$ cat src/rtl/ihr_pkg.sv
// Shared types, constants and helpers of the integral image Haar response block.
package ihr_pkg;

  localparam int unsigned COORD_W  = 10;
  localparam int unsigned DIM_W    = 11;
  localparam int unsigned STORE_W  = 22;
  localparam int unsigned ROWSUM_W = 15;
  localparam int unsigned RESP_W   = 25;
  localparam int unsigned Q_W      = 32;
  localparam int unsigned ACC_W    = 28;

  localparam logic [63:0] NORM_LIMIT = 64'd4294967;

  localparam logic [1:0] STAT_OK           = 2'd0;
  localparam logic [1:0] STAT_NOT_COMPLETE = 2'd1;
  localparam logic [1:0] STAT_OUTSIDE      = 2'd2;

  localparam logic OP_LOAD  = 1'b0;
  localparam logic OP_QUERY = 1'b1;

  typedef struct packed {
    logic       op;
    logic [7:0] pixel;
    logic [6:0] query_x;
    logic [6:0] query_y;
  } req_t;

  typedef struct packed {
    logic signed [RESP_W-1:0] response;
    logic [2:0]               level;
    logic [1:0]               orientation;
    logic [1:0]               status;
    logic                     last;
  } res_t;

  typedef enum logic [1:0] {
    CMD_LOAD,
    CMD_QUERY,
    CMD_ERR
  } cmd_kind_e;

  typedef struct packed {
    cmd_kind_e            kind;
    logic [COORD_W-1:0]   x;
    logic [COORD_W-1:0]   y;
    logic [ROWSUM_W-1:0]  row_sum;
    logic [1:0]           status;
  } cmd_t;

  typedef enum logic [3:0] {
    ST_IDLE,
    ST_LOAD_WR,
    ST_ERR,
    ST_Q_RD,
    ST_Q_LVL,
    ST_SQ,
    ST_SQRT,
    ST_PREP,
    ST_DIV,
    ST_EMIT
  } state_e;

  // Corner weight; corners run row by row, top left first.
  function automatic logic signed [3:0] coef(logic [1:0] ori, logic [1:0] cx, logic [1:0] cy);
    logic signed [3:0] w;
    logic [3:0] sel;
    sel = {cy, cx};
    w = 4'sd0;
    case (ori)
      2'd0: begin
        case (sel)
          4'h0, 4'h2: w = 4'sd1;
          4'h1:       w = -4'sd2;
          4'h8, 4'ha: w = -4'sd1;
          4'h9:       w = 4'sd2;
          default:    w = 4'sd0;
        endcase
      end
      2'd1: begin
        case (sel)
          4'h0, 4'h8: w = 4'sd1;
          4'h2, 4'ha: w = -4'sd1;
          4'h4:       w = -4'sd2;
          4'h6:       w = 4'sd2;
          default:    w = 4'sd0;
        endcase
      end
      default: begin
        case (sel)
          4'h0, 4'h2, 4'h8, 4'ha: w = 4'sd1;
          4'h5:                   w = 4'sd4;
          default:                w = -4'sd2;
        endcase
      end
    endcase
    return w;
  endfunction

endpackage

$ cat src/rtl/ihr_fifo.sv
// Two-entry command queue between the front and the back.
module ihr_fifo (
  input  logic          clk_i,
  input  logic          rst_ni,
  input  logic          push_i,
  input  ihr_pkg::cmd_t data_i,
  output logic          full_o,
  input  logic          pop_i,
  output ihr_pkg::cmd_t data_o,
  output logic          empty_o
);

  ihr_pkg::cmd_t mem_q [2];
  logic       wptr_q, wptr_d, rptr_q, rptr_d;
  logic [1:0] cnt_q, cnt_d;

  assign full_o  = (cnt_q == 2'd2);
  assign empty_o = (cnt_q == 2'd0);
  assign data_o  = mem_q[rptr_q];

  always_comb begin
    wptr_d = wptr_q;
    rptr_d = rptr_q;
    cnt_d  = cnt_q;
    if (push_i) begin
      wptr_d = ~wptr_q;
    end
    if (pop_i) begin
      rptr_d = ~rptr_q;
    end
    if (push_i && !pop_i) begin
      cnt_d = cnt_q + 2'd1;
    end else if (pop_i && !push_i) begin
      cnt_d = cnt_q - 2'd1;
    end
  end

  always_ff @(posedge clk_i or negedge rst_ni) begin
    if (!rst_ni) begin
      wptr_q <= 1'b0;
      rptr_q <= 1'b0;
      cnt_q  <= 2'd0;
    end else begin
      wptr_q <= wptr_d;
      rptr_q <= rptr_d;
      cnt_q  <= cnt_d;
    end
  end

  always_ff @(posedge clk_i) begin
    if (push_i) begin
      mem_q[wptr_q] <= data_i;
    end
  end

endmodule

$ cat config.mk
export PLATFORM = sky130hd
export DESIGN_NAME = ihr_fifo
export DESIGN_NICKNAME = d
export VERILOG_FILES = /design/src/rtl/ihr_pkg.sv /design/src/rtl/ihr_fifo.sv
export SDC_FILE = /design/constraint.sdc
export NUM_CORES = 1
export LEC_CHECK = 0
export BUFFER_PORTS_ARGS = -buffer_cell sky130_fd_sc_hd__buf_4
export CAP_MARGIN = 20
export CORE_MARGIN = 3
export CORE_UTILIZATION = 46
export DETAILED_ROUTE_END_ITERATION = 7
export PLACE_DENSITY = 0.75
export RECOVER_POWER = 100
export SLEW_MARGIN = 15
export SYNTH_ARGS = -nofsm -noshare
export SYNTH_HDL_FRONTEND = slang
export SYNTH_SLANG_ARGS = --single-unit
$ cat constraint.sdc
create_clock -name clk_i -period 2.49 [get_ports clk_i]
set_input_delay 0.1245 -clock clk_i [delete_from_list [all_inputs] [get_ports clk_i]]
set_output_delay 0.1245 -clock clk_i [all_outputs]
set_load 0.005 [all_outputs]
# Word level (Yosys, flattened, before mapping)
# Memory sizes are Yosys's and may differ from the RTL's.
# Index checks and enable logic that the tools add are counted.
# op_classes
n_addsub,2
n_reduce_logical,6
mux,4
eq_ne,1
bitwise,2
# ops
op,n
2-to-1 mux 2 bit,2
"adder 2 x 1 -> 2 bit, second input constant",1
"== test 2 bit, second input constant",1
logical AND 1 bit,2
zero test 1 bit,2
zero test 2 bit,1
2-to-1 mux 1 bit,2
inverter 1 bit,2
nonzero test 2 bit,1
"subtractor 2 x 1 -> 2 bit, second input constant",1
# word_totals
mem_bits_rw,78
memories,1
word_cells,19
in_bits,43
register_bits,4
out_inout_bits,41
# memory_table
name,words,word_bits,read_ports,rd_clocked_by_memory_dff,wr,line_no,source
mem_q,2,39,1,0,1,ihr_fifo.sv:13,ihr_pkg::cmd_t mem_q [2];

# Logic depth before layout (Yosys ltp)
# logic_depth
ltp_word,4
depth_mapped,5
depth_no_buf,5

# Worst setup path before layout
# Ideal clock, no wire load.
# synth_path
path_type,reg-to-reg
startpoint,register wptr_q
endpoint,"memory mem_q[0][0] (netlist bit), enable pin"
arrival_ns,2.149
path_buffers,0
period_less_slack_ns,2.589
path_slack_ns,-0.099
required_ns,2.050
path_stages_with_launch,2
setup_time_ns,0.440
path_cell_list,dfrtp_1 nor2b_1
# synth_rtl
element,line_no,source
start: declaration,ihr_fifo.sv:14,"logic wptr_q, wptr_d, rptr_q, rptr_d;"
start signal: assignment,ihr_fifo.sv:44,wptr_q <= wptr_d;
end: declaration,ihr_fifo.sv:13,
# No word-level cell before the write port.

# Worst setup path after layout
# layout_path
startpoint,input push_i
endpoint,"memory mem_q[1][14] (netlist bit), enable pin"
# layout_via
elab_chain_len,2
# layout_lines
element,line_no,source
start: declaration,ihr_fifo.sv:5,"input logic push_i,"
2-to-1 mux 1 bit,ihr_fifo.sv:51,if (push_i) begin
2-to-1 mux 1 bit (not written as such),ihr_fifo.sv:52,mem_q[wptr_q] <= data_i;
# No other way between the ends.

==> impl_metrics.toml <==
[layout]
multi_input_area_um2 = 529
drive_gt1_frac = 0.433
seq_area_um2 = 2440
fin_util = 0.689
final_net_count = 316
diodes = 0
synthToLayoutAreaGrowth_pct = 40.2
design_area_um2 = 4220
nFillCells = 445

[synthesis]
synth_nets = 181
netlist_top_cells_area = "edfxtp_1 (78%), mux2_2 (15%), dfrtp_1 (3.3%), buf_6 (1.5%), xor2_1 (1.2%)"
seq_area_frac_synth = 0.811
yosys.area.top_type = "edfxtp_1"
async_flop_share = 0.0488
synth.cell_area_um2 = 3010
yosysWarnings = 0
yosys_most_used_dff = "edfxtp_1"
synth_top_area_frac = 0.777
synth_edf_count = 78
ys_top_cells_by_count = "edfxtp_1 (78), mux2_2 (39), buf_6 (4), dfrtp_1 (4), xor2_1 (4)"
synth.most_common_cell = "edfxtp_1"
ys_seq_elements = 82
avgSynthCellArea_um2 = 22.0
syn_inst = 137
synth_cell_types = 11

[global_route]
grt_use_total = 0.163
grt_overflow = 0
grt_pass1_wl_um = 9060
grt_max_degree = 41
grt_pass1_vias = 1863
grt_antenna_before_repair = 0

[floorplan]
die_x_um = 86.9
start_util = 0.491
num_rows = 28
io_pins = 84
die_h_um = 86.9
die-area_um2 = 7560
core_um2 = 6130

[clocking]
cts_tree = "yes"
clock-sinks = 82
cts_buffers = 9
cts-root-buf = "clkbuf_8"
clock_latency_ps = 320
cts_resized = 0
clock_path_buffers = 2
path_clk_slew_ps = 70
htree_levels = 3

[routing]
drc = 0
dr.pass1.iters = 4
antenna_left = 0
drt_iter0_drc = 95
routed_via_density = 4.72
wl_um = 5660
avgRoutedWirePerCell_um = 16.1
route.vias.total = 1662

[power]
power.switching_uw = 1030
combPwrFrac = 0.281
swShare = 0.264
internal_power_uw = 2870
p_seq_frac = 0.526
p_clk_frac = 0.193
leakagePower_uw = 0.00157
fin_total_pwr_uw = 3900
cellPowerDensity_nw_per_um2 = 923
ir_drop_mv = 0.873

[place]
hpwl_um = 3540
place_area_um2 = 3720
globalplace.congestion = 0.690
port_buffers = 83

[timing]
finalSetupViolations = 0
tightestPinTransition_ps = 1260
rsz0062_at_grt = "false"
fin_crit_sh = 0.862
fmax_mhz = 466
slew_violations = 0
clock_skew_ps = 3.71
min_period_ps = 2150
slew_headroom = 0.158
fin_setup_tns_ps = 0
hold_viol = 0

[worst_setup_path]
cp-end-kind = "register"
path_max_fanout = 27
worstPathArrival_ps = 2180
path_delay_family = "buffers and inverters"
required_ps = 2520
regToRegStartpoint = "wptr_q$_DFFE_PN0P_"
cp_slowest_stage_delay_ps = 1010
path_class = "in2reg"
worst_path_max_delay_cell = "and2_1"
crit_chain = "dlygate4sd3_1 > clkbuf_1 > and2_1 > buf_4"
crit_start = "push_i"
cp-start-kind = "primary input"
path_buf_inv = 3

[hold_path]
worstHoldPathType = "in2async"

[run]
cap_viol_max_count = 0

[run_status]
outcome = "completed"
worst reg2reg max path, delay by kind of cell, from the launching register on:
kind          cells  cell delay (ps)
flops             1              420
buf+inv           1              340
simple gates      1             1000
power by group through the flow:
stage          registers [µW]  clock network [µW]  logic (µW)
6_report                 2050                 753        1090
5_1_grt                  2090                 850        1190
4_1_cts                  2050                 780        1190
3_5_place_dp             2080                   0        1130
3_3_place_gp             2070                   0        1120
2_1_floorplan            1930                   0         685
per-layer routing:
layer  share of wire  GRT usage  vias up
li1                -          -      802
met4           0.010     0.0765        0
met5               0          0        -
met1            0.40      0.193      806
met3           0.048     0.0369        4
met2            0.54      0.281       50
flip-flops by register name, indices dropped and copies added, names as in the netlist:
signal and count:
cnt_q 2, mem_q 78, rptr_q 1, wptr_q 1
stage by stage:
| stage | instances | setup WS, ps | hold slack (ps) |
|---|---|---|---|
| after floorplan | 137 | 644 | -171 |
| after global placement | 294 | 827 | -75.4 |
| after detailed placement | 294 | 815 | -74.8 |
| after CTS | 352 | 447 | 107 |
| after global routing | 352 | 223 | 171 |
| final | 352 | 343 | 167 |
final timing paths:
path                                               end  slack, ps  cells past startpoint
worst min-delay path                wptr_q$_DFFE_PN0P_        170                      2
worst min register to register    cnt_q[1]$_DFFE_PN0P_        520                      1
min in group clk_i                cnt_q[1]$_DFFE_PN0P_        520                      1
worst max-delay path            mem_q[1][14]$_DFFE_PP_        340                      4
max in group asynchronous           rptr_q$_DFFE_PN0P_       2120                      2
worst max register to register  mem_q[1][14]$_DFFE_PP_        440                      2
cell families after synthesis:
| logic type | Yosys count | synth area share |
|---|---|---|
| xor+xnor | 5 | 0.0145 |
| fa+ha+maj | 1 | 0.00415 |
| buf+inv | 5 | 0.0162 |
| flops | 82 | 0.811 |
| mux | 39 | 0.146 |
| simple gates | 5 | 0.00872 |
cells in the final DEF (no fill, tap or decap), drive strengths merged, types with 2 or more instances in the layout:
cell / netlist / routed
dfrtp: 4 / 4
nor2: 2 / 2
clkinv: 0 / 5
buf: 4 / 4
dlygate4sd3: 0 / 42
xor2: 4 / 4
mux2: 39 / 39
edfxtp: 78 / 78
nor2b: 2 / 2
clkbuf: 0 / 93
area by class of cell:
class | instances | area share
clock buffer | 11 | 0.0311
tap | 75 | 0.0222
clock inverter | 5 | 0.00504
multi-input combinational | 50 | 0.125
timing repair buffer | 128 | 0.237
inverter | 1 | 0.000889
sequential | 82 | 0.579
what timing repair did:
item | CTS | global route
hold buffers | 42 | 0
hold endpoints to repair | 84 | 0
buffers inserted | 0 | 0
Power figures use the tool's default switching activity.
