## config.mk

```make
export PLATFORM = sky130hd
export DESIGN_NAME = ihr_front
export DESIGN_NICKNAME = d
export VERILOG_FILES = /design/src/rtl/ihr_pkg.sv /design/src/rtl/ihr_front.sv
export SDC_FILE = /design/constraint.sdc
export NUM_CORES = 1
export LEC_CHECK = 0
export BUFFER_PORTS_ARGS = -buffer_cell sky130_fd_sc_hd__buf_2
export CAP_MARGIN = 15
export CORE_UTILIZATION = 30
export DETAILED_ROUTE_END_ITERATION = 7
export GPL_ROUTABILITY_DRIVEN = 1
export SLEW_MARGIN = 40
export SYNTH_ARGS = -nofsm -noshare
export SYNTH_HDL_FRONTEND = slang
export SYNTH_SLANG_ARGS = --single-unit
```

## constraint.sdc

```tcl
create_clock -name clk_i -period 15.9 [get_ports clk_i]
set_input_delay 3.18 -clock clk_i [delete_from_list [all_inputs] [get_ports clk_i]]
set_output_delay 3.18 -clock clk_i [all_outputs]
set_load 0.03 [all_outputs]
```

## src/rtl/ihr_pkg.sv

```systemverilog
// Shared types, constants and helpers of the integral image Haar response block.
package ihr_pkg;

  localparam int unsigned COORD_W  = 10;
  localparam int unsigned DIM_W    = 11;
  localparam int unsigned STORE_W  = 22;
  localparam int unsigned ROWSUM_W = 15;
  localparam int unsigned RESP_W   = 25;
  localparam int unsigned Q_W      = 32;
  localparam int unsigned ACC_W    = 28;

  localparam logic [63:0] NORM_LIMIT = 64'd4294967;

  localparam logic [1:0] STAT_OK           = 2'd0;
  localparam logic [1:0] STAT_NOT_COMPLETE = 2'd1;
  localparam logic [1:0] STAT_OUTSIDE      = 2'd2;

  localparam logic OP_LOAD  = 1'b0;
  localparam logic OP_QUERY = 1'b1;

  typedef struct packed {
    logic       op;
    logic [7:0] pixel;
    logic [6:0] query_x;
    logic [6:0] query_y;
  } req_t;

  typedef struct packed {
    logic signed [RESP_W-1:0] response;
    logic [2:0]               level;
    logic [1:0]               orientation;
    logic [1:0]               status;
    logic                     last;
  } res_t;

  typedef enum logic [1:0] {
    CMD_LOAD,
    CMD_QUERY,
    CMD_ERR
  } cmd_kind_e;

  typedef struct packed {
    cmd_kind_e            kind;
    logic [COORD_W-1:0]   x;
    logic [COORD_W-1:0]   y;
    logic [ROWSUM_W-1:0]  row_sum;
    logic [1:0]           status;
  } cmd_t;

  typedef enum logic [3:0] {
    ST_IDLE,
    ST_LOAD_WR,
    ST_ERR,
    ST_Q_RD,
    ST_Q_LVL,
    ST_SQ,
    ST_SQRT,
    ST_PREP,
    ST_DIV,
    ST_EMIT
  } state_e;

  // Corner weight; corners run row by row, top left first.
  function automatic logic signed [3:0] coef(logic [1:0] ori, logic [1:0] cx, logic [1:0] cy);
    logic signed [3:0] w;
    logic [3:0] sel;
    sel = {cy, cx};
    w = 4'sd0;
    case (ori)
      2'd0: begin
        case (sel)
          4'h0, 4'h2: w = 4'sd1;
          4'h1:       w = -4'sd2;
          4'h8, 4'ha: w = -4'sd1;
          4'h9:       w = 4'sd2;
          default:    w = 4'sd0;
        endcase
      end
      2'd1: begin
        case (sel)
          4'h0, 4'h8: w = 4'sd1;
          4'h2, 4'ha: w = -4'sd1;
          4'h4:       w = -4'sd2;
          4'h6:       w = 4'sd2;
          default:    w = 4'sd0;
        endcase
      end
      default: begin
        case (sel)
          4'h0, 4'h2, 4'h8, 4'ha: w = 4'sd1;
          4'h5:                   w = 4'sd4;
          default:                w = -4'sd2;
        endcase
      end
    endcase
    return w;
  endfunction

endpackage

```

## src/rtl/ihr_front.sv

```systemverilog
// Front end: accepts requests, tracks the load raster position and classifies queries.
module ihr_front #(
  parameter int unsigned LEVELS = 5
) (
  input  logic                      clk_i,
  input  logic                      rst_ni,
  input  logic                      in_valid_i,
  output logic                      in_stall_o,
  input  ihr_pkg::req_t             in_req_i,
  input  logic [ihr_pkg::DIM_W-1:0] width_i,
  input  logic [ihr_pkg::DIM_W-1:0] height_i,
  input  logic                      restart_i,
  input  logic                      full_i,
  output logic                      push_o,
  output ihr_pkg::cmd_t             cmd_o
);

  localparam logic [ihr_pkg::DIM_W-1:0] HALF = ihr_pkg::DIM_W'(1 << (LEVELS - 1));

  logic [ihr_pkg::COORD_W-1:0]  col_q, col_d, row_q, row_d, col_e, row_e;
  logic [ihr_pkg::ROWSUM_W-1:0] rs_q, rs_d, rs_e, rs_new;
  logic                         fc_q, fc_d, restart_pos, accept;
  logic [ihr_pkg::DIM_W-1:0]    col_n, row_n, qx, qy;

  assign in_stall_o = full_i;
  assign accept     = in_valid_i && !full_i;

  always_comb begin
    restart_pos = fc_q || ({1'b0, col_q} >= width_i) || ({1'b0, row_q} >= height_i);
    col_e  = restart_pos ? '0 : col_q;
    row_e  = restart_pos ? '0 : row_q;
    rs_e   = restart_pos ? '0 : rs_q;
    rs_new = rs_e + ihr_pkg::ROWSUM_W'(in_req_i.pixel);
    col_n  = {1'b0, col_e} + ihr_pkg::DIM_W'(1);
    row_n  = {1'b0, row_e} + ihr_pkg::DIM_W'(1);
    qx     = ihr_pkg::DIM_W'(in_req_i.query_x);
    qy     = ihr_pkg::DIM_W'(in_req_i.query_y);

    col_d = col_q;
    row_d = row_q;
    rs_d  = rs_q;
    fc_d  = fc_q;
    push_o = 1'b0;
    cmd_o.kind    = ihr_pkg::CMD_LOAD;
    cmd_o.x       = col_e;
    cmd_o.y       = row_e;
    cmd_o.row_sum = rs_new;
    cmd_o.status  = ihr_pkg::STAT_OK;

    if (restart_i) begin
      col_d = '0;
      row_d = '0;
      rs_d  = '0;
      fc_d  = 1'b0;
    end else if (accept) begin
      push_o = 1'b1;
      if (in_req_i.op == ihr_pkg::OP_LOAD) begin
        fc_d = 1'b0;
        if (col_n >= width_i) begin
          col_d = '0;
          rs_d  = '0;
          if (row_n >= height_i) begin
            row_d = '0;
            fc_d  = 1'b1;
          end else begin
            row_d = row_n[ihr_pkg::COORD_W-1:0];
          end
        end else begin
          col_d = col_n[ihr_pkg::COORD_W-1:0];
          row_d = row_e;
          rs_d  = rs_new;
        end
      end else begin
        cmd_o.x = ihr_pkg::COORD_W'(in_req_i.query_x);
        cmd_o.y = ihr_pkg::COORD_W'(in_req_i.query_y);
        if (!fc_q) begin
          cmd_o.kind   = ihr_pkg::CMD_ERR;
          cmd_o.status = ihr_pkg::STAT_NOT_COMPLETE;
        end else if (qx < HALF || qy < HALF ||
                     qx + HALF >= width_i || qy + HALF >= height_i) begin
          cmd_o.kind   = ihr_pkg::CMD_ERR;
          cmd_o.status = ihr_pkg::STAT_OUTSIDE;
        end else begin
          cmd_o.kind = ihr_pkg::CMD_QUERY;
        end
      end
    end
  end

  always_ff @(posedge clk_i or negedge rst_ni) begin
    if (!rst_ni) begin
      col_q <= '0;
      row_q <= '0;
      rs_q  <= '0;
      fc_q  <= 1'b0;
    end else begin
      col_q <= col_d;
      row_q <= row_d;
      rs_q  <= rs_d;
      fc_q  <= fc_d;
    end
  end

endmodule

```

; Word level (Yosys, flattened, before mapping)
; Cells that the tools add are included.
[op_classes]
n_addsub = 5
n_lt_le_gt_ge = 8
eq_ne = 1
muxes = 33
reduce_logical = 9
[op_table]
columns = operator, count
row1 = $mux 10, 11
row2 = $mux 15, 5
row3 = $mux 22, 3
row4 = $add 10x1->11 const B, 2
row5 = $ge 10x11->1, 2
row6 = $ge 11x11->1, 2
row7 = $ge 8x11->1, 2
row8 = $add 7x5->8 const B, 2
row9 = $add 15x8->15, 1
row10 = $lt 7x5->1 const B, 2
row11 = $mux 2, 7
row12 = $mux 1, 7
row13 = $logic_or 1x1->1, 5
row14 = $ne 2x1->1 const B, 1
row15 = $reduce_and 2->1, 1
row16 = $reduce_bool 2->1, 1
row17 = $logic_and 1x1->1, 1
row18 = $logic_not 1->1, 1
[word_totals]
reg_bits = 36
in_bits = 50
out_inout_bits = 41
word_cells = 60

; Logic depth before layout (Yosys ltp)
; Gate-level depths: netlist of the first run.
[logic_depth]
word_depth = 11
ltp_mapped = 23
depth_no_buf = 22

; Least setup slack after synthesis of the first run
; Ideal clock, no wire load.
[synth_path]
path_type = in2out
start = input width_i[0] (netlist name)
end = output cmd_o[16] (netlist name)
arrival_time_ns = 6.876
required_time_ns = 12.720
setup_slack_ns = 5.844
path_stages = 18
n_path_buf = 2
cell_sequence = ha_1 > nand2b_4 > a211o_1 > a211oi_4 > o211a_1 > buf_6 > clkbuf_2 > and2_1 > ha_1 > inv_1 > fa_1 > nor2b_1 > o21ai_0 > a21oi_1 > and3b_1 > nor2_1 > nand4_1 > a21oi_1
[synth_rtl]
columns = item, line
row1 = "start, declared", ihr_front.sv:10  ; input logic [ihr_pkg::DIM_W-1:0] width_i,
row2 = "end, declared", ihr_front.sv:15  ; output ihr_pkg::cmd_t cmd_o

==> key figures, run 1 <==
STA
  – Fmax: between 90 and 100 MHz
  – Relative slew slack: between 40% and 50%
  – Setup TNS: 0 ns
  – Final Worst Setup Slack: 5.29 ns
  – RSZ-0062 raised after global routing: no
  – Hold slack: a little under 0.5 ns
  – Final min period: 10.61 ns
  – Clock Skews: 0.00384 ns
  – Final hold violation count: 0
  – Period utilization: around 67%
  – Max-slew violation count: 0
  – Final setup vio count: 0
  – Worst-Margin Slew: 0.834 ns

Yosys
  – Synthesized area: ~0.0042 mm^2
  – Syn nets: 640
  – Synth Warn #: 0
  – Primary FF master, synth: dfrtp_1
  – Synth unique cells: 61
  – Area contributors post-synth: dfrtp_1 21%, ha_1 21%, a21oi_1 4.6%, nand2_1 4.3%, o21ai_0 4.0%
  – Synth Instances: ~520
  – Most common cell in the netlist: ha_1
  – EDFF count, synth: 0
  – Flops & latches, synth: 36
  – Synth area leader: dfrtp_1
  – Synth top area share: between 20% and 30%
  – Register area share after synthesis: a little over a fifth
  – Syn_area_per_cell: 8.13 um^2
  – Asr flop ratio synth: 100%
  – Most frequent cells after synthesis: 70 x ha_1, 48 x nand2_1, 41 x inv_1

Placed design
  – GPL Wtd Cong: approximately 0.86
  – Pre-CTS setup slack: 5.24 ns
  – Dpl cell area: between 0.004 and 0.005 mm^2
  – Placed instance count: 770
  – Post-DP HPWL: around 9200 um
  – Input/output buffers: 90

Routing
  – Initial DRC Count: roughly 240
  – WL/cell: between 15 and 20 um
  – Vias: approximately 4100
  – Vias/cell: 5.22
  – DRC: 0
  – First-pass iteration count of the detailed router: 4
  – Routed WL: between 10000 and 15000 um
  – Final ANT Viol Nets: 0

Floorplan
  – Die span in x: about 120 um
  – Core area: 0.0135 mm^2
  – Initial cell density of the core: a little under a third
  – Die H: 121 um
  – Row count: between 40 and 50
  – Die outline area: about 0.015 mm^2
  – # IOs: approximately 90

Critical path
  – Startpoint types: input port
  – Stages on worst setup path: 18
  – Worst EP arrival: approximately 7.4 ns
  – Worst Path Buf+Inv: 3
  – Critical path, cell by cell: buf_2 > ha_1 > nand2b_4 > a211o_1 > a211oi_4 > o211a_2 > and2_1 > ha_1 > inv_1 > fa_1 > nor2b_1 > o21ai_0 > a21oi_1 > and3b_1 > nor2_1 > nand4_1 > a21oi_1 > buf_2
  – Delay-heaviest family, CP: compound AO/OA/AOI/OAI gates
  – Max stage delay on crit path: between 0.6 and 0.7 ns
  – CP Capture Type: primary output
  – RR Startpoint: col_q[8]
  – Crit Path Category: in -> out
  – Crit Path Max Fanout: 28
  – Crit-path slowest cell: o211a_2
  – Reg2Reg Setup Slack: slightly above 10 ns
  – Reg2reg end: rs_q[14]
  – Worst EP required: 12.72 ns
  – Worst Reg2Reg Path Length in Cells: 21

Min path
  – Hold EP: rs_q[1]
  – Number of cells on the worst hold path: 2
  – Worst min path class: reg -> reg
  – Worst hold path startpoint: rs_q[1]

Finish
  – Fin cells: around 780
  – Area of the multi-input gates: around 0.003 mm^2
  – Register area: 901 um^2
  – Antenna Cells: 0
  – Core Util, Final: ~37%
  – Layout Nets: approximately 720
  – Fillers: 1419
  – Layout cell share with drive strength beyond 1: about a fifth
  – P&R area growth vs syn: 17.3%
  – Final Instance Area: between 0.004 and 0.005 mm^2

Clock tree
  – Num CTS Buffers: 5
  – Clk buf depth: 2
  – # clock sinks: 36
  – Clock-pin slew on the worst setup and hold paths: roughly 0.050 ns
  – CTS tree: done
  – Max H-tree Level: 2
  – Post-cts sizing count: 0
  – Root buffer cell: clkbuf_16
  – Post-CTS setup buffers: 0
  – Clock Latency Late Sink: 0.28 ns
  – Hold Buf Count CTS: 0

GRT
  – GRT Residual Overflow: 0
  – First-pass GRT wire length: just under 20000 um
  – Vias in the first global route: about 4000
  – GRT Overall Usage: 16.6%
  – Antenna violations before repair: 0
  – Largest net degree at the start of global routing: 37

Power and ir drop
  – Static Leak: ~2.6 nW
  – PwrDens: 51.4 mW/mm^2
  – Power consumption: approximately 0.25 mW
  – Worst vdd ir: between 0.04 and 0.05 mV

Flow run
  – Max cap viols: 0

Outcome
  – Status: finished clean
[cell usage in the layout, fill, tap and decap left out, types with 3 or more instances in the layout]
cell type,Yosys,layout
buf_2,4,89
ha_1,70,70
nand2_1,48,48
inv_1,41,41
a21oi_1,39,39
dfrtp_1,36,36
o21ai_0,34,34
nor2_1,30,30
and3_1,20,20
a31oi_1,16,16
a21o_1,14,14
xnor2_1,14,14
nand2b_1,13,13
and2_1,12,12
nand3_1,11,11
or3_1,11,11
a22o_1,10,10
nor3_1,9,9
o21a_1,9,9
nor2b_1,7,7
xor2_1,7,7
clkbuf_16,0,5
nand4_1,4,4
or2_2,3,3
o2111ai_1,3,3
nor3b_1,3,3
buf_4,1,3
[how the worst max path moves through the flow]
stage,startpoint,endpoint
finish,width_i[0],cmd_o[16]
global route,height_i[7],cmd_o[16]
CTS,width_i[0],cmd_o[16]
detailed placement,width_i[0],cmd_o[16]
global placement,width_i[0],cmd_o[16]
floorplan,width_i[0],cmd_o[16]
[report_power, final]
| part | total, mW | internal [mW] | switching (mW) |
|---|---|---|---|
| Sequential | 0.0933 | 0.0927 | 0.000602 |
| Clock | 0.100 | 0.0625 | 0.0374 |
| Combinational | 0.0614 | 0.0229 | 0.0385 |
| Total | 0.255 | 0.178 | 0.0765 |
[layer usage]
metal | wire [um] | up-vias | global-route usage [%]
li1 | - | 2030 | -
met1 | 5620 | 1895 | 22.0
met2 | 5330 | 124 | 28.2
met3 | 679 | 11 | 2.26
met4 | 144 | 0 | 4.63
met5 | 0 | - | 0
[area by class of cell]
| cell class | count | share of cell area [%] |
|---|---|---|
| Timing Repair Buffer | 92 | 9.45 |
| Inverter | 41 | 3.11 |
| Clock buffer | 8 | 2.96 |
| Tap cell | 176 | 4.45 |
| Multi-Input combinational cell | 425 | 61.8 |
| Sequential cell | 36 | 18.2 |
[worst reg2reg max path, stage by stage (launching register included)]
cell,delay [ns]
dfrtp_1,0.46
ha_1,0.33
a21o_1,0.17
a21o_1,0.18
a211oi_2,0.34
o211a_2,0.68
nand2_1,0.18
inv_1,0.13
ha_1,0.27
and3_1,0.28
nand3_1,0.16
xor2_1,0.18
nor2_1,0.11
ha_1,0.25
a21oi_1,0.14
o21ai_0,0.09
a21oi_1,0.33
o2111ai_1,0.31
buf_4,0.28
nor2_4,0.36
a41oi_1,0.17
a31oi_1,0.16
[sequential cells by signal (all words and copies together), names as in the netlist]
| signal | cells |
|---|---|
| col_q | 10 |
| rs_q | 15 |
| fc_q | 1 |
| row_q | 10 |
[cells by family after synthesis]
logic type / after synthesis / synth area share, %
and+or+nand+nor: 180 / 22.5
AOI/OAI and AO/OA: 150 / 23.5
adders and majority gates: 71 / 21.2
buffers and inverters: 58 / 6.11
DFF: 36 / 21.4
xor gates and xnor gates: 22 / 4.75
muxes: 2 / 0.534
No activity file was read; power rests on OpenSTA's default activity.
==> run 2, diff against run 1 <==
--- a/config.mk
+++ b/config.mk
@@ -5,6 +5,7 @@
 export SDC_FILE = /design/constraint.sdc
 export NUM_CORES = 1
 export LEC_CHECK = 0
+export ABC_AREA = 1
 export BUFFER_PORTS_ARGS = -buffer_cell sky130_fd_sc_hd__buf_2
 export CAP_MARGIN = 15
 export CORE_UTILIZATION = 30
==> constraint.sdc (replaced) <==
create_clock -name clk_i -period 9.45 [get_ports clk_i]
set_input_delay 1.89 -clock clk_i [delete_from_list [all_inputs] [get_ports clk_i]]
set_output_delay 1.89 -clock clk_i [all_outputs]
set_load 0.03 [all_outputs]
==> run 2 against run 1 <==
Compared with the run above:
- setup slack got worse by 3.2 ns
- clock skew is essentially flat
- synthesized cell count grew 30%
- critical path depth increased by 8
- critical path type unchanged
- worst hold slack got worse by 0.0094 ns
- final area increased by 5.9%
==> key figures, run 2 <==
Critical path
  – Crit Path Category: in -> out (unchanged)
  – Worst Path Buf+Inv: 6 (was 3)
  – Worst EP arrival: 5.47 ns (was 7.43 ns)
  – CP Capture Type: primary output (unchanged)
  – Reg2Reg Setup Slack: 4.85 ns (was 10.27 ns)
  – Most used cell, CP: nand2_1
  – Worst EP required: 7.56 ns (was 12.72 ns)
  – Delay-heaviest family, CP: simple AND/OR/NAND/NOR gates (was compound AO/OA/AOI/OAI gates)
  – Crit Path Max Fanout: 20 (was 28)
  – Max stage delay on crit path: 0.39 ns (was 0.65 ns)
  – Crit-path slowest cell: fa_1 (was o211a_2)
  – Startpoint types: input port (unchanged)

Flow run
  – Max cap viols: 0 (unchanged)

Placed design
  – Input/output buffers: 90 (unchanged)
  – Post-DP HPWL: 10400 um (was 9180 um)
  – GPL Wtd Cong: 0.884 (was 0.856)

GRT
  – Vias in the first global route: 4199 (was 4028)
  – GRT Residual Overflow: 0 (unchanged)
  – GRT Overall Usage: 17.0% (was 16.6%)
  – First-pass GRT wire length: 20300 um (was 19200 um)
  – Antenna violations before repair: 0 (unchanged)
  – Largest net degree at the start of global routing: 41 (was 37)

Clock tree
  – Num CTS Buffers: 5 (unchanged)
  – Root buffer cell: clkbuf_16 (unchanged)
  – Clk buf depth: 2 (unchanged)
  – Max H-tree Level: 2 (unchanged)
  – Clock-pin slew on the worst setup and hold paths: 0.06 ns (was 0.05 ns)
  – # clock sinks: 36 (unchanged)
  – Clock Latency Late Sink: 0.27 ns (was 0.28 ns)
  – Hold Buf Count CTS: 0 (unchanged)
  – Post-cts sizing count: 0 (unchanged)
  – Post-CTS setup buffers: 0 (unchanged)
  – CTS tree: done (unchanged)

Finish
  – Reg with most FFs: rs_q (unchanged)
  – Max reg flops: 15 (unchanged)
  – P&R area growth vs syn: 17.1% (was 17.3%)
  – Layout Nets: 884 (was 722)
  – Antenna Cells: 0 (unchanged)
  – Leading cell type in the layout, fill and taps excluded: nand2_1 (was buf_2)
  – Largest regs: rs_q (15), col_q (10), row_q (10) (unchanged)
  – Layout cell share with drive strength beyond 1: 16.6% (was 19.6%)
  – Most frequent cells in the layout: 174 x nand2_1, 113 x inv_1, 89 x buf_2, 70 x ha_1, 53 x nor2_1 (was 89 x buf_2, 70 x ha_1, 48 x nand2_1, 41 x inv_1, 39 x a21oi_1)

Power and ir drop
  – PwrDens: 82.0 mW/mm^2 (was 51.4 mW/mm^2)
  – Worst vdd ir: 0.0640 mV (was 0.0417 mV)
  – Power consumption: 0.430 mW (was 0.255 mW)
  – Static Leak: 3.00 nW (was 2.62 nW)

Floorplan
  – # IOs: 91 (unchanged)
  – Core area: 0.0145 mm^2 (was 0.0135 mm^2)
  – Row count: 44 (was 42)
  – Die outline area: 0.0154 mm^2 (was 0.0145 mm^2)
  – Initial cell density of the core: 30.8% (was 31.4%)
  – Die H: 124 um (was 121 um)
  – Die span in x: 124 um (was 121 um)

Yosys
  – Flops & latches, synth: 36 (unchanged)
  – EDFF count, synth: 0 (unchanged)
  – Asr flop ratio synth: 100% (unchanged)
  – Synth unique cells: 44 (was 61)
  – Synth Warn #: 0 (unchanged)
  – Synthesized area: 0.00448 mm^2 (was 0.00422 mm^2)
  – Synth Instances: 677 (was 519)
  – Register area share after synthesis: 20.1% (was 21.4%)
  – Primary FF master, synth: dfrtp_1 (unchanged)
  – Syn nets: 798 (was 640)
  – Syn_area_per_cell: 6.61 um^2 (was 8.13 um^2)
  – Synth area leader: dfrtp_1 (unchanged)
  – Most frequent cells after synthesis: 174 x nand2_1, 114 x inv_1, 70 x ha_1 (was 70 x ha_1, 48 x nand2_1, 41 x inv_1)
  – Area contributors post-synth: dfrtp_1 20%, ha_1 20%, nand2_1 15%, inv_1 9.6%, nand3_1 4.8% (was dfrtp_1 21%, ha_1 21%, a21oi_1 4.6%, nand2_1 4.3%, o21ai_0 4.0%)
  – Synth top area share: 20.1% (was 21.4%)
  – Most common cell in the netlist: nand2_1 (was ha_1)

STA
  – Period utilization: roughly 78%
  – Final setup vio count: 0 (unchanged)
  – Clock Skews: 0.00346 ns (was 0.00384 ns)
  – Setup TNS: 0 ns (unchanged)
  – Worst-Margin Slew: 0.741 ns (was 0.834 ns)
  – Fmax: around 140 MHz
  – RSZ-0062 raised after global routing: no (unchanged)
  – Relative slew slack: 50.3% (was 44.2%)
  – Final hold violation count: 0 (unchanged)
  – Final min period: about 7.4 ns
  – Max-slew violation count: 0 (unchanged)

Routing
  – First-pass iteration count of the detailed router: 4 (unchanged)
  – Vias/cell: 4.76 (was 5.22)
  – Final ANT Viol Nets: 0 (unchanged)
  – Routed WL: 12500 um (was 11800 um)
  – Vias: 4509 (was 4060)
  – WL/cell: 13.2 um (was 15.1 um)
  – Initial DRC Count: 241 (unchanged)
  – DRC: 0 (unchanged)

Min path
  – Worst min path class: reg -> reg (unchanged)

Outcome
  – Status: finished clean (unchanged)
-- run 2: cell count changes in the layout (fill, tap and decap cells not counted), moves of 14 or more --
cell	delta
nand3_1	+32
inv_1	+72
a31oi_1	-15
nor2_1	+23
and3_1	-18
a21o_1	-14
nand2_1	+126
-- run 2: cells by family after synthesis --
kind of cell	synth area share [%]
xor+xnor	2.74
fa+ha+maj	20.0
simple gates	34.3
buf+inv	11.9
flops	20.1
compound gates	11.0
-- run 2: cell type report --
type	count	area [um^2]
Fill cell	1607	9290
Multi-Input combinational cell	509	3040
Sequential cell	36	901
Timing Repair Buffer	93	475
Inverter	118	443
Tap cell	184	230
Clock buffer	6	139
Clock inverter	2	10.0
-- run 2: power breakdown --
group | leakage [nW] | internal (mW) | switching (mW)
sequential | 0.501 | 0.156 | 0.000519
clock | 0.0766 | 0.104 | 0.0605
combinational | 2.43 | 0.0375 | 0.0714
-- run 2: worst paths after layout --
check | to | startpoint | cells after the start
min | rs_q[13] | rs_q[13] | 2
max | cmd_o[16] | width_i[8] | 26
max in group asynchronous | fc_q | rst_ni | 1
max reg2reg | row_q[2] | row_q[2] | 27
min in group asynchronous | row_q[8] | rst_ni | 1
min reg2reg | rs_q[13] | rs_q[13] | 2
-- run 2: routing by layer --
metal  GRT usage, %  routed length [um]
met1           22.9                6170
met2           27.7                5510
met3           2.88                 564
met4           5.13                 254
met5              0                   0
-- run 2: metrics by stage --
stage	utilization [%]	instances	worst slack (ns)	hold WS, ns	instance area [um^2]
final	36.1	948	2.09	0.482	5240
after global routing	36.1	948	1.58	0.512	5240
after CTS	36.1	948	2.06	0.485	5240
after detailed placement	35.0	940	2.08	0.470	5090
after global placement	35.0	940	2.16	0.464	5090
after floorplan	-	677	2.43	0.449	4480
-- run 2: worst register-to-register path: stages (launching register included) --
cell and delay (ns):
dfrtp_1 0.47, ha_1 0.35, a21oi_1 0.15, nand2_1 0.07, nand2_1 0.05, nand2_1 0.04, nand2_1 0.06, nand2_1 0.08
nor2_4 0.10, inv_2 0.18, nor2_4 0.26, ha_1 0.28, nand4_1 0.20, inv_1 0.13, nand3_1 0.12, nand2_1 0.09
inv_1 0.04, ha_1 0.30, a21oi_1 0.13, nor2_1 0.05, a211oi_1 0.20, nand4_1 0.23, nor2_1 0.16, buf_4 0.26
a21oi_1 0.14, inv_1 0.23, nand2_1 0.07, o21ai_0 0.08
==> run 3, diff against run 2 <==
--- a/config.mk
+++ b/config.mk
@@ -5,7 +5,7 @@
 export SDC_FILE = /design/constraint.sdc
 export NUM_CORES = 1
 export LEC_CHECK = 0
-export ABC_AREA = 1
+export ABC_AREA = 0
 export BUFFER_PORTS_ARGS = -buffer_cell sky130_fd_sc_hd__buf_2
 export CAP_MARGIN = 15
 export CORE_UTILIZATION = 30
==> constraint.sdc (replaced) <==
create_clock -name clk_i -period 7.44 [get_ports clk_i]
set_input_delay 1.488 -clock clk_i [delete_from_list [all_inputs] [get_ports clk_i]]
set_output_delay 1.488 -clock clk_i [all_outputs]
set_load 0.03 [all_outputs]
==> run 3 against run 2 <==
Compared with the run above:
- combinational power rose by 19%
- critical path type unchanged
- clock skew barely moved
- cell count fell by 18%
==> key figures, run 3 (synthesized netlist as in run 1, its figures left out) <==
Min path
  – Worst min path class: reg -> reg (unchanged)

STA
  – Final min period: between 6 and 7 ns
  – Clock Skews: 0.00341 ns (was 0.00346 ns)
  – Setup TNS: 0 ns (unchanged)
  – Relative slew slack: 41.1% (was 50.3%)
  – Max-slew violation count: 0 (unchanged)
  – Worst-Margin Slew: 0.881 ns (was 0.741 ns)
  – Final setup vio count: 0 (unchanged)
  – Final hold violation count: 0 (unchanged)
  – Period utilization: between 90% and 100%
  – Fmax: 147 MHz
  – RSZ-0062 raised after global routing: no (unchanged)

Critical path
  – CP endpoint: cmd_o[16] (unchanged)
  – Worst Reg2Reg Path Length in Cells: 22 (was 27)
  – Crit Path Category: in -> out (unchanged)
  – Reg2Reg Setup Slack: 1.95 ns (was 4.85 ns)
  – Worst EP required: 5.95 ns (was 7.56 ns)
  – CP Launch Point: width_i[0] (was width_i[8])
  – CP Capture Type: primary output (unchanged)
  – Worst EP arrival: 5.30 ns (was 5.47 ns)
  – Reg2reg end: rs_q[14] (was row_q[2])
  – Startpoint types: input port (unchanged)
  – RR Startpoint: col_q[8] (was row_q[2])
  – Crit Path Max Fanout: 9 (was 20)

Floorplan
  – Die H: 121 um (was 124 um)
  – Row count: 42 (was 44)
  – Die span in x: 121 um (was 124 um)
  – Initial cell density of the core: 31.4% (was 30.8%)
  – # IOs: 91 (unchanged)
  – Core area: 0.0135 mm^2 (was 0.0145 mm^2)
  – Die outline area: 0.0145 mm^2 (was 0.0154 mm^2)

Routing
  – WL/cell: 14.9 um (was 13.2 um)
  – Initial DRC Count: 214 (was 241)
  – Final ANT Viol Nets: 0 (unchanged)
  – Met3 routed WL: 600 um (was 564 um)
  – Met2 WL: 5200 um (was 5510 um)
  – DRC: 0 (unchanged)
  – Post-Route M1 WL: 5610 um (was 6170 um)
  – Top Layer Used: met4 (unchanged)
  – Routed WL: 11600 um (was 12500 um)
  – First-pass iteration count of the detailed router: 4 (unchanged)
  – Vias: 4033 (was 4509)
  – Vias/cell: 5.18 (was 4.76)

Power and ir drop
  – Worst vdd ir: 0.0890 mV (was 0.0640 mV)
  – PwrDens: 115 mW/mm^2 (was 82.0 mW/mm^2)
  – Power consumption: 0.573 mW (was 0.430 mW)
  – Static Leak: 2.64 nW (was 3.00 nW)

Finish
  – Final Instance Area: 0.00498 mm^2 (was 0.00524 mm^2)
  – Max reg flops: 15 (unchanged)
  – Fin cells: 779 (was 948)
  – Leading cell type in the layout, fill and taps excluded: buf_2 (was nand2_1)
  – Area of the multi-input gates: 0.00306 mm^2 (was 0.00304 mm^2)
  – Reg with most FFs: rs_q (unchanged)
  – Antenna Cells: 0 (unchanged)
  – Most frequent cells in the layout: 89 x buf_2, 70 x ha_1, 48 x nand2_1, 41 x inv_1, 39 x a21oi_1 (was 174 x nand2_1, 113 x inv_1, 89 x buf_2, 70 x ha_1, 53 x nor2_1)
  – Layout Nets: 723 (was 884)
  – Register area: 901 um^2 (unchanged)
  – Fillers: 1413 (was 1607)
  – Largest regs: rs_q (15), col_q (10), row_q (10) (unchanged)
  – P&R area growth vs syn: 18.0% (was 17.1%)
  – Layout cell share with drive strength beyond 1: 19.9% (was 16.6%)

Clock tree
  – CTS tree: done (unchanged)
  – Max H-tree Level: 2 (unchanged)
  – Clk buf depth: 2 (unchanged)
  – Post-CTS setup buffers: 0 (unchanged)
  – Clock-pin slew on the worst setup and hold paths: 0.06 ns (about the same)
  – Post-cts sizing count: 0 (unchanged)
  – Hold Buf Count CTS: 0 (unchanged)
  – Num CTS Buffers: 5 (unchanged)
  – Clock Latency Late Sink: 0.28 ns (was 0.27 ns)
  – Root buffer cell: clkbuf_16 (unchanged)
  – # clock sinks: 36 (unchanged)

GRT
  – GRT Residual Overflow: 0 (unchanged)
  – First-pass GRT wire length: 19100 um (was 20300 um)
  – Antenna violations before repair: 0 (unchanged)
  – Largest net degree at the start of global routing: 37 (was 41)
  – GRT Overall Usage: 16.5% (was 17.0%)
  – Vias in the first global route: 4047 (was 4199)

Flow run
  – Max cap viols: 0 (unchanged)

Placed design
  – GPL Wtd Cong: 0.861 (was 0.884)
  – Post-DP HPWL: 9170 um (was 10400 um)
  – Placed instance count: 771 (was 940)
  – Dpl cell area: 0.00481 mm^2 (was 0.00509 mm^2)
  – Input/output buffers: 90 (unchanged)

Outcome
  – Status: finished clean (unchanged)
[run 3: cell count changes in the layout (fill, tap and decap cells not counted), sizes merged, moves of 15 or more]
cell   before  now
a31oi       1   16
and3        2   20
inv       117   41
nand2     177   51
nand3      47   12
nor2       60   31
[run 3: critical path, stage by stage]
cell	delay, ns
buf_2	0.12
ha_1	0.29
nand2b_4	0.14
a211o_1	0.32
a211oi_4	0.33
o211a_1	0.33
and2_1	0.17
ha_1	0.15
inv_1	0.05
fa_1	0.40
nor2b_1	0.12
o21ai_0	0.10
a21oi_1	0.19
and3b_1	0.24
nor2_1	0.33
nand4_1	0.14
a21oi_1	0.18
buf_2	0.22
[run 3: area by class of cell]
cell class / instances / share of cell area, %
clock buffers: 5 / 2.51
inverters: 41 / 3.09
clock inverters: 3 / 0.854
multi-input cells: 425 / 61.5
well taps: 176 / 4.42
repair buffers: 93 / 9.55
flip-flops and latches: 36 / 18.1
[run 3: worst min path at each step]
| stage | cells past startpoint | start | slack, ns | to |
|---|---|---|---|---|
| global placement | 2 | rs_q[1] | 0.47 | rs_q[1] |
| detailed placement | 2 | rs_q[1] | 0.47 | rs_q[1] |
| finish | 2 | rs_q[1] | 0.48 | rs_q[1] |
| global route | 1 | rs_q[6] | 0.52 | rs_q[6] |
| CTS | 2 | rs_q[1] | 0.48 | rs_q[1] |
| floorplan | 2 | rs_q[1] | 0.44 | rs_q[1] |
[run 3: where the power goes]
part / leakage, nW / total (mW) / internal, mW / switching, mW
combinational: 2.06 / 0.130 / 0.0491 / 0.0813
sequential: 0.501 / 0.199 / 0.198 / 0.00125
clock: 0.0798 / 0.244 / 0.157 / 0.0863
total: 2.64 / 0.573 / 0.405 / 0.169
[run 3: stage by stage]
step | setup slack, ns | hold slack (ns) | utilization, %
finish | 0.653 | 0.484 | 37.0
global route | 0.263 | 0.520 | 37.0
CTS | 0.564 | 0.485 | 37.0
detailed placement | 0.576 | 0.472 | 35.8
global placement | 0.659 | 0.466 | 35.7
floorplan | 0.768 | 0.442 | -
[run 3: routing by layer]
layer  vias to the layer above  global-route usage, %
met2                       108                   27.6
met5                         -                      0
li1                       2038                      -
met4                         0                   5.02
met1                      1876                   22.1
met3                        11                   2.03
